$ cat src/sv/nfam_pkg.sv
// shared types and constants for the nfa symbol matcher
package nfam_pkg;

    // fixed field widths of the transaction payload
    localparam int STATE_IDX_W = 4;
    localparam int SYMBOL_W    = 8;
    localparam int START_W     = 4;
    localparam int ACCEPT_W    = 16;
    localparam int CFG_IDX_W   = 4;
    localparam int CFG_DATA_W  = 16;

    // configuration register indexes
    localparam logic [CFG_IDX_W-1:0] CFG_START_STATE = 4'd0;
    localparam logic [CFG_IDX_W-1:0] CFG_ACCEPT_MASK = 4'd1;

    // input action codes
    typedef enum logic [1:0] {
        ACT_ADD   = 2'd0,
        ACT_CLEAR = 2'd1,
        ACT_BEGIN = 2'd2,
        ACT_BYTE  = 2'd3
    } action_t;

    // transition write broadcast to the cell row
    typedef struct packed {
        logic [STATE_IDX_W-1:0] src;
        logic [STATE_IDX_W-1:0] dst;
        logic [SYMBOL_W-1:0]    label;
        logic                   eps;
    } entry_wr_t;

    // per-pass control broadcast to the cell row
    typedef struct packed {
        logic                eps_pass;
        logic [SYMBOL_W-1:0] text_byte;
    } pass_ctl_t;

endpackage

$ cat src/sv/nfam_cell.sv
// one transition cell: holds an entry and ors its move into the chain
module nfam_cell #(
    parameter int NUM_STATES = 16
) (
    input  logic                    aclk,
    input  logic                    wr_en,
    input  nfam_pkg::entry_wr_t     wr,
    input  logic                    live,
    input  nfam_pkg::pass_ctl_t     ctl,
    input  logic [NUM_STATES-1:0]   set_in,
    input  logic [NUM_STATES-1:0]   acc_in,
    output logic [NUM_STATES-1:0]   acc_out
);

    logic [NUM_STATES-1:0]         src_oh_reg;
    logic [NUM_STATES-1:0]         dst_oh_reg;
    logic [nfam_pkg::SYMBOL_W-1:0] label_reg;
    logic                          eps_reg;
    logic [NUM_STATES-1:0]         src_oh_next;
    logic [NUM_STATES-1:0]         dst_oh_next;
    logic                          fire;

    // decode state indexes once at write time; out-of-range states decode to zero
    always_comb begin
        for (int i = 0; i < NUM_STATES; i++) begin
            src_oh_next[i] = (32'(wr.src) == i);
            dst_oh_next[i] = (32'(wr.dst) == i);
        end
    end

    // entry storage
    always_ff @(posedge aclk) begin
        if (wr_en) begin
            src_oh_reg <= src_oh_next;
            dst_oh_reg <= dst_oh_next;
            label_reg  <= wr.label;
            eps_reg    <= wr.eps;
        end
    end

    // match against the current pass and pass the accumulated set on
    always_comb begin
        if (ctl.eps_pass) begin
            fire = live && eps_reg && (|(set_in & src_oh_reg));
        end else begin
            fire = live && !eps_reg && (label_reg == ctl.text_byte) &&
                   (|(set_in & src_oh_reg));
        end
        acc_out = fire ? (acc_in | dst_oh_reg) : acc_in;
    end

endmodule

$ cat src/sv/nfa_symbol_matcher_core.sv
// nfa symbol matcher top level: transaction control, active set and cell row
// sequence: an add goes straight to emit; a begin loads the start state, a text byte first
// takes a labelled move pass, then both run epsilon closure passes, one per cycle, until
// nothing new is reached, going to emit only with last set; clear stays in idle; new input
// is taken only in idle; a result still waiting in the output register holds the block in emit
// reset clears config, active set, entry count and handshake state; entries undefined until written
module nfa_symbol_matcher_core #(
    parameter int NUM_STATES      = 16,
    parameter int MAX_TRANSITIONS = 64
) (
    input  logic                              aclk,
    input  logic                              aresetn,
    // configuration write channel
    input  logic                              cfg_valid,
    output logic                              cfg_ready,
    input  logic [nfam_pkg::CFG_IDX_W-1:0]    cfg_index,
    input  logic [nfam_pkg::CFG_DATA_W-1:0]   cfg_data,
    // input channel
    input  logic                              s_valid,
    output logic                              s_ready,
    input  logic [1:0]                        s_action,
    input  logic [nfam_pkg::STATE_IDX_W-1:0]  s_source_state,
    input  logic [nfam_pkg::STATE_IDX_W-1:0]  s_dest_state,
    input  logic [nfam_pkg::SYMBOL_W-1:0]     s_symbol,
    input  logic                              s_is_epsilon,
    input  logic                              s_last,
    // result channel
    output logic                              m_valid,
    input  logic                              m_ready,
    output logic                              m_kind,
    output logic                              m_accepted,
    output logic                              m_write_ok
);

    localparam int CNT_W = $clog2(MAX_TRANSITIONS + 1);
    localparam int AM_W  = (NUM_STATES < nfam_pkg::ACCEPT_W) ? NUM_STATES : nfam_pkg::ACCEPT_W;

    typedef enum logic [3:0] {
        ST_IDLE  = 4'b0001,
        ST_MOVE  = 4'b0010,
        ST_CLOSE = 4'b0100,
        ST_EMIT  = 4'b1000
    } state_t;

    state_t                                state_reg, state_next;
    logic [nfam_pkg::START_W-1:0]          start_state_reg, start_state_next;
    logic [nfam_pkg::ACCEPT_W-1:0]         accept_mask_reg, accept_mask_next;
    logic [NUM_STATES-1:0]                 set_reg, set_next;
    logic [CNT_W-1:0]                      count_reg, count_next;
    logic [nfam_pkg::SYMBOL_W-1:0]         byte_reg, byte_next;
    logic                                  last_reg, last_next;
    logic                                  res_kind_reg, res_kind_next;
    logic                                  res_acc_reg, res_acc_next;
    logic                                  res_ok_reg, res_ok_next;
    logic                                  m_valid_reg, m_valid_next;
    logic                                  m_kind_reg, m_kind_next;
    logic                                  m_accepted_reg, m_accepted_next;
    logic                                  m_write_ok_reg, m_write_ok_next;

    nfam_pkg::action_t                     action;
    nfam_pkg::entry_wr_t                   wr;
    nfam_pkg::pass_ctl_t                   ctl;
    logic                                  s_fire;
    logic                                  add_fire;
    logic                                  table_full;
    logic                                  slot_free;
    logic [NUM_STATES-1:0]                 start_oh;
    logic [NUM_STATES-1:0]                 accept_ext;
    logic [NUM_STATES-1:0]                 chain_in;
    logic [NUM_STATES-1:0]                 chain_out;
    logic [NUM_STATES-1:0]                 acc [MAX_TRANSITIONS+1];

    assign cfg_ready  = 1'b1;
    assign s_ready    = (state_reg == ST_IDLE);
    assign s_fire     = s_valid && s_ready;
    assign action     = nfam_pkg::action_t'(s_action);
    assign table_full = !(32'(count_reg) < MAX_TRANSITIONS);
    assign add_fire   = s_fire && (action == nfam_pkg::ACT_ADD) && !table_full;
    assign slot_free  = !m_valid_reg || m_ready;

    assign m_valid    = m_valid_reg;
    assign m_kind     = m_kind_reg;
    assign m_accepted = m_accepted_reg;
    assign m_write_ok = m_write_ok_reg;

    // start state decode and accept mask fitted to the state count
    always_comb begin
        for (int i = 0; i < NUM_STATES; i++) begin
            start_oh[i] = (32'(start_state_reg) == i);
        end
        accept_ext             = '0;
        accept_ext[AM_W-1:0]   = accept_mask_reg[AM_W-1:0];
    end

    // broadcast to the cell row
    assign wr.src        = s_source_state;
    assign wr.dst        = s_dest_state;
    assign wr.label      = s_symbol;
    assign wr.eps        = s_is_epsilon;
    assign ctl.eps_pass  = (state_reg == ST_CLOSE);
    assign ctl.text_byte = byte_reg;
    assign chain_in      = (state_reg == ST_CLOSE) ? set_reg : '0;

    // row of transition cells, the accumulated set ripples from cell to cell
    assign acc[0] = chain_in;
    for (genvar k = 0; k < MAX_TRANSITIONS; k++) begin : g_cell
        nfam_cell #(
            .NUM_STATES (NUM_STATES)
        ) u_cell (
            .aclk    (aclk),
            .wr_en   (add_fire && (32'(count_reg) == k)),
            .wr      (wr),
            .live    (32'(count_reg) > k),
            .ctl     (ctl),
            .set_in  (set_reg),
            .acc_in  (acc[k]),
            .acc_out (acc[k+1])
        );
    end
    assign chain_out = acc[MAX_TRANSITIONS];

    // configuration writes
    always_comb begin
        start_state_next = start_state_reg;
        accept_mask_next = accept_mask_reg;
        if (cfg_valid && cfg_ready) begin
            case (cfg_index)
                nfam_pkg::CFG_START_STATE: start_state_next = cfg_data[nfam_pkg::START_W-1:0];
                nfam_pkg::CFG_ACCEPT_MASK: accept_mask_next = cfg_data;
                default: ;
            endcase
        end
    end

    // transaction sequencing
    always_comb begin
        state_next    = state_reg;
        set_next      = set_reg;
        count_next    = count_reg;
        byte_next     = byte_reg;
        last_next     = last_reg;
        res_kind_next = res_kind_reg;
        res_acc_next  = res_acc_reg;
        res_ok_next   = res_ok_reg;
        case (state_reg)
            ST_IDLE: begin
                if (s_fire) begin
                    byte_next = s_symbol;
                    last_next = s_last;
                    case (action)
                        nfam_pkg::ACT_ADD: begin
                            if (!table_full) begin
                                count_next = count_reg + CNT_W'(1);
                            end
                            res_kind_next = 1'b1;
                            res_acc_next  = 1'b0;
                            res_ok_next   = !table_full;
                            state_next    = ST_EMIT;
                        end
                        nfam_pkg::ACT_CLEAR: begin
                            count_next = '0;
                        end
                        nfam_pkg::ACT_BEGIN: begin
                            set_next   = start_oh;
                            state_next = ST_CLOSE;
                        end
                        default: begin
                            state_next = ST_MOVE;
                        end
                    endcase
                end
            end
            ST_MOVE: begin
                set_next   = chain_out;
                state_next = ST_CLOSE;
            end
            ST_CLOSE: begin
                // one epsilon pass per cycle until nothing new is reached
                if (chain_out == set_reg) begin
                    res_kind_next = 1'b0;
                    res_acc_next  = |(set_reg & accept_ext);
                    res_ok_next   = 1'b0;
                    state_next    = last_reg ? ST_EMIT : ST_IDLE;
                end else begin
                    set_next = chain_out;
                end
            end
            ST_EMIT: begin
                if (slot_free) begin
                    state_next = ST_IDLE;
                end
            end
            default: begin
                state_next = ST_IDLE;
            end
        endcase
    end

    // output register
    always_comb begin
        m_valid_next    = m_valid_reg && !m_ready;
        m_kind_next     = m_kind_reg;
        m_accepted_next = m_accepted_reg;
        m_write_ok_next = m_write_ok_reg;
        if ((state_reg == ST_EMIT) && slot_free) begin
            m_valid_next    = 1'b1;
            m_kind_next     = res_kind_reg;
            m_accepted_next = res_acc_reg;
            m_write_ok_next = res_ok_reg;
        end
    end

    // control registers
    always_ff @(posedge aclk) begin
        if (!aresetn) begin
            state_reg       <= ST_IDLE;
            start_state_reg <= '0;
            accept_mask_reg <= '0;
            set_reg         <= '0;
            count_reg       <= '0;
            m_valid_reg     <= 1'b0;
        end else begin
            state_reg       <= state_next;
            start_state_reg <= start_state_next;
            accept_mask_reg <= accept_mask_next;
            set_reg         <= set_next;
            count_reg       <= count_next;
            m_valid_reg     <= m_valid_next;
        end
    end

    // payload registers
    always_ff @(posedge aclk) begin
        byte_reg       <= byte_next;
        last_reg       <= last_next;
        res_kind_reg   <= res_kind_next;
        res_acc_reg    <= res_acc_next;
        res_ok_reg     <= res_ok_next;
        m_kind_reg     <= m_kind_next;
        m_accepted_reg <= m_accepted_next;
        m_write_ok_reg <= m_write_ok_next;
    end

    // entry count stays within the table
    a_count_bound: assert property (@(posedge aclk) disable iff (!aresetn)
        32'(count_reg) <= MAX_TRANSITIONS)
        else $error("entry count beyond table size");

    // an epsilon pass never drops an active state
    a_close_grows: assert property (@(posedge aclk) disable iff (!aresetn)
        (state_reg == ST_CLOSE) |=> ((set_reg & $past(set_reg)) == $past(set_reg)))
        else $error("closure pass lost an active state");

    // an acknowledgement never carries a verdict, a verdict never a write status
    a_result_kind: assert property (@(posedge aclk) disable iff (!aresetn)
        m_valid |-> (m_kind ? !m_accepted : !m_write_ok))
        else $error("result fields inconsistent with kind");

endmodule

$ cat config.mk
export PLATFORM = sky130hd
export DESIGN_NAME = nfa_symbol_matcher_core
export DESIGN_NICKNAME = d
export VERILOG_FILES = /design/src/sv/nfam_pkg.sv /design/src/sv/nfam_cell.sv /design/src/sv/nfa_symbol_matcher_core.sv
export SDC_FILE = /design/constraint.sdc
export NUM_CORES = 2
export LEC_CHECK = 0
export BUFFER_PORTS_ARGS = -buffer_cell sky130_fd_sc_hd__buf_2
export CORE_MARGIN = 4
export CORE_UTILIZATION = 55
export CTS_BUF_LIST = sky130_fd_sc_hd__clkbuf_16
export CTS_CLUSTER_SIZE = 10
export DETAILED_ROUTE_END_ITERATION = 12
export PLACE_DENSITY_LB_ADDON = 0.08
export RECOVER_POWER = 25
export SLEW_MARGIN = 15
export SYNTH_ARGS = -nofsm -noshare
export SYNTH_HDL_FRONTEND = slang
export SYNTH_HIERARCHICAL = 1
export SYNTH_SLANG_ARGS = --single-unit
$ cat constraint.sdc
create_clock -name aclk -period 19.57 [get_ports aclk]
set_clock_uncertainty 0.15 [all_clocks]
set_input_delay 0.9785 -clock aclk [delete_from_list [all_inputs] [get_ports aclk]]
set_output_delay 0.9785 -clock aclk [all_outputs]
set_load 0.03 [all_outputs]
Word-level counts from Yosys, hierarchy flattened
Cells that the tools add are included.

Flip-flop bits (word level): 2687. Input port bits: 45. Output and inout bits: 6. Logic and storage cells: 1343.

Add/sub/neg operators: 1. $lt $le $gt $ge: 65. Equal/unequal tests: 188. Multiplexer cells: 153. Bitwise operators: 129. Reduce and logical (&&, ||, !) cells: 537.

Operator list (number): 16-bit 2-to-1 mux (68); 16-bit AND (65); 16-bit OR reduction (65); 16-bit OR (64); 8-bit equality test (64); 1-bit logical AND (389); 7-bit by 6-bit equality test with 1-bit output, second input constant (32); 7-bit by 6-bit greater-than comparator with 1-bit output, second input constant (32); 7-bit by 5-bit equality test with 1-bit output, second input constant (16); 7-bit by 5-bit greater-than comparator with 1-bit output, second input constant (16); 4-bit equality test, second input constant (25); 1-bit 2-to-1 mux (73); 1-bit logical NOT (66); 7-bit by 4-bit equality test with 1-bit output, second input constant (8); 7-bit by 4-bit greater-than comparator with 1-bit output, second input constant (8); 4-bit by 3-bit equality test with 1-bit output, second input constant (13); 16-bit case mux with 3 select lines (1); 4-bit by 2-bit equality test with 1-bit output, second input constant (7); 7-bit by 3-bit equality test with 1-bit output, second input constant (4); 7-bit by 3-bit greater-than comparator with 1-bit output, second input constant (4); 4-bit by 1-bit equality test with 1-bit output, second input constant (5); 16-bit equality test (1); 4-bit logical NOT (4); 4-bit 2-to-1 mux (4); 22 further kinds (39).

Logic depth before layout (Yosys ltp)
Word-level depth: 135. Depth in mapped cells: 139. Mapped depth without buffers: 137.

By module
Netlist, hierarchy kept.

Modules (own cells, without submodules): nfam_cell (times used 64, cells an instance 159, area each 1964.4 um^2, seq. area each 1231.2 um^2); nfa_symbol_matcher_core (times used 1, cells an instance 562, area each 4187.8 um^2, seq. area each 1411.4 um^2).

Worst setup path after synthesis
Ideal clock, no wire load.

Path kind: reg-to-reg. Start point: register state_reg[3]. End point: register res_acc_reg, enable pin. Library setup time: 0.331 ns. Arrival time: 16.937 ns. Data required time: 19.089 ns. Setup slack: 2.151 ns. Cell stages (with the launch flop): 139. Buffers on the path: 3. Clock period less this slack: 17.419 ns. Path through: dfxtp_1 or4b_1 clkbuf_1 inv_1 clkbuf_1 nor3_2 a32oi_2 buf_6 o31ai_4 inv_1 o31ai_4 inv_1 o31ai_4 inv_1 o31ai_4 inv_1 o31ai_4 inv_1 [103 not listed] inv_1 o31ai_4 inv_1 o31ai_4 inv_1 o31ai_4 inv_1 o31ai_4 inv_1 o31ai_4 inv_1 o31ai_4 inv_1 o31ai_4 xor2_1 nor4_1 nand4_1 o22ai_1.

RTL lines: start: declaration (RTL line nfa_symbol_matcher_core.sv:45) `state_t state_reg, state_next;`; start signal: assignment (RTL line nfa_symbol_matcher_core.sv:223) `state_reg <= state_next;`; end signal: assignment (RTL line nfa_symbol_matcher_core.sv:237) `res_acc_reg <= res_acc_next;`; end: declaration (RTL line nfa_symbol_matcher_core.sv:53) `logic res_acc_reg, res_acc_next;`.

==> impl_metrics.toml <==
[die]
initial_utilization_pct = 55.2
rows = 178
fp.coreArea_um2 = 235000
die_h_um = 494
die_area_um2 = 244000
ios = 51
die_x_um = 494

[synth]
postSynthAreaPerCell_um2 = 12.1
synth_cells = 10700
synth.area.top_cells = "edfxtp_1, o31ai_2, nand2_1"
yosys-top-cells-count = "edfxtp_1, nand2_1, nor2_1"
yosysSeqAreaShare_pct = 61.7
syn_area_um2 = 130000
ys_warn_count = 6
ys.flop_type = "edfxtp_1"
synth_edf_count = 2639
synth_top_area_cell = "edfxtp_1"
synth_most_common_cell = "edfxtp_1"
yosys.cell_types.count = 62
syn_nets = 10800
synth-seq-cells = 2687
synth_top_area_share_pct = 61.0
synthArstFlopShare_pct = 0

[grt]
grt_max_degree = 134
grt_pass1_vias = 86800
grt_pass1_wl_mm = 543
antenna_found_initial = 23
grt_usage_pct = 29.0
gr-total-overflow = 0

[placed_design]
gp_congestion = 0.893
dp_hpwl_mm = 229
place_ws_ns = 2.76
dp_cells = 13800
numPortBuffers = 49
place_area_um2 = 135000

[cts]
clkTransAtPathRegs_ns = 0.06
cts_setup_buffers = 0
cts_tree = "yes"
cts_sinks = 2687
cts.repair.resized = 0
cts-root-buf = "clkbuf_16"
cts_buffers = 325
clockBufferDepth = 4
hold_buffers = 0
htreeDepth = 5
worstSkewPairLatency_ns = 0.94

[sta]
setup_violations = 0
maxSlewHeadroom_pct = -283
fmax_mhz = 59.5
timing.final.crit_share_pct = 85.9
grt_setup_unrepaired = "no"
drv_slew = 1384
worst_slack_ns = 2.76
finalSetupTns_ns = 0
worst_pin_slew_ns = 5.75
period_minus_slack_ns = 16.81
hold_violations = 0

[finish]
final_area_um2 = 144000
ff_latch_area_um2 = 80300
multi_input_area_um2 = 44100
nets = 11100
drive_above_1_share_pct = 14.9
nFillCells = 18800
stdcell_count = 14300
area_delta_synth_final_pct = 10.7

[setup_path]
cp-startpoint = "count_reg[0]"
arrival_ns = 17.26
cp-start-kind = "flop"
crit_path_end = "res_kind_reg"
r2r.worst_path.cells = 134
slowest_delay_ns = 0.68
worst-setup-path-type = "flop to flop"
worstPathBufferInverterCount = 62
r2r-start = "count_reg[0]"
path_delay_family = "buffers and inverters"
path_depth = 134
crit_required_ns = 20.02
r2r_slack_ns = 2.76
setup.worst_path.end_class = "flop"
critPathMaxFanout = 16
r2r_end = "res_kind_reg"
critical_path.most_common_cell = "o31ai_4"
crit_slowest_cell = "dfxtp_1"

[drt]
drt-initial-drc-count = 8910
route.antenna.remaining_nets = 0
num_vias = 88500
routed_wl_mm = 360
viasPerCell = 6.18
drc = 0
wl_per_cell_um = 25.1
firstDrtPassIters = 6

[hold_path]
min_path_type = "primary input to flop"
holdPathStages = 1

[job]
cap_violations = 27

[power_and_ir_drop]
p_per_area_nw_per_um2 = 89.0
peakVddDrop_uv = 79.2
p_leak_nw = 41.1

[status]
status = "complete, but fails checks"
violations = "capacitance limit, slew limit"
## metrics by stage
step                      power, mW  hold WS [ns]  util [%]
final                          12.8         0.130      61.2
after global placement         7.68         0.254      57.3
after global routing           13.2        0.0749      61.1
after floorplan                7.28         0.250         -
after detailed placement       7.70         0.268      57.3
after CTS                      12.9        0.0297      61.0
## area by class of cell
cell class                 instances  share of cell area (%)
antenna                           11                  0.0191
clock buffer                     333                    5.79
clock inverter                   112                   0.342
inverter                        1033                    2.70
multi-input combinational       6656                    30.6
sequential                      2687                    55.8
tap                             3150                    2.74
timing repair buffer             344                    1.95
## cell usage in the layout (no fill, tap or decap), types with 17 or more instances in the layout
master     netlist  layout
edfxtp_1      2639    2639
nand2_1       1357    1357
nor2_1        1255    1204
inv_1         1033    1122
nor3_1         786     781
o31ai_2        576     578
xor2_1         529     529
nand2b_1       519     519
o31ai_1        387     384
clkbuf_16        0     333
a221oi_1       261     260
a22o_1         259     259
buf_4           65     246
nor3_2         128     133
nor4_1         133     133
and4_1          65      66
o31ai_4         64      65
nor4_2          64      64
a32oi_2         64      64
nor2_4           0      51
clkbuf_1       164      33
dfxtp_1         48      32
buf_2           67      28
a21oi_1         28      26
buf_12           0      24
o21ai_1          0      22
and2_1          21      20
mux2i_1         20      20
o22ai_1         17      17
## metal layers
layer / wire length (um) / GRT usage (%) / share of wire, % / vias up
met3: 28900 / 4.78 / 8.0 / 592
met5: 48 / 0 / 0.013 / -
met4: 10300 / 8.30 / 2.9 / 8
li1: - / - / - / 39900
met2: 165000 / 45.0 / 46 / 3568
met1: 155000 / 42.4 / 43 / 44400
## worst min path at each step
stage                startpoint                             end
global route        s_symbol[2]  g_cell[25].u_cell/label_reg[2]
CTS                 s_symbol[2]  g_cell[25].u_cell/label_reg[2]
finish              s_symbol[2]  g_cell[25].u_cell/label_reg[2]
detailed placement   res_ok_reg                      m_write_ok
floorplan           res_acc_reg                      m_accepted
global placement     res_ok_reg                      m_write_ok
## cells by family (layout without fill, tap and decap cells)
family	after synthesis	after routing	share of synthesized area (%)
buf+inv	1395	1822	4.66
mux	20	20	0.154
flops	2687	2687	61.7
simple gates	4376	4376	16.2
other cells	1	12	0.00289
xor+xnor	529	529	3.57
fa+ha+maj	3	3	0.0289
compound gates	1727	1727	13.7
## where the power goes
group / internal (mW) / switching, mW
clock network: 3.02 / 2.18
registers: 6.30 / 0.0409
logic: 0.294 / 0.968
total: 9.61 / 3.19
Power figures use the tool's default switching activity.
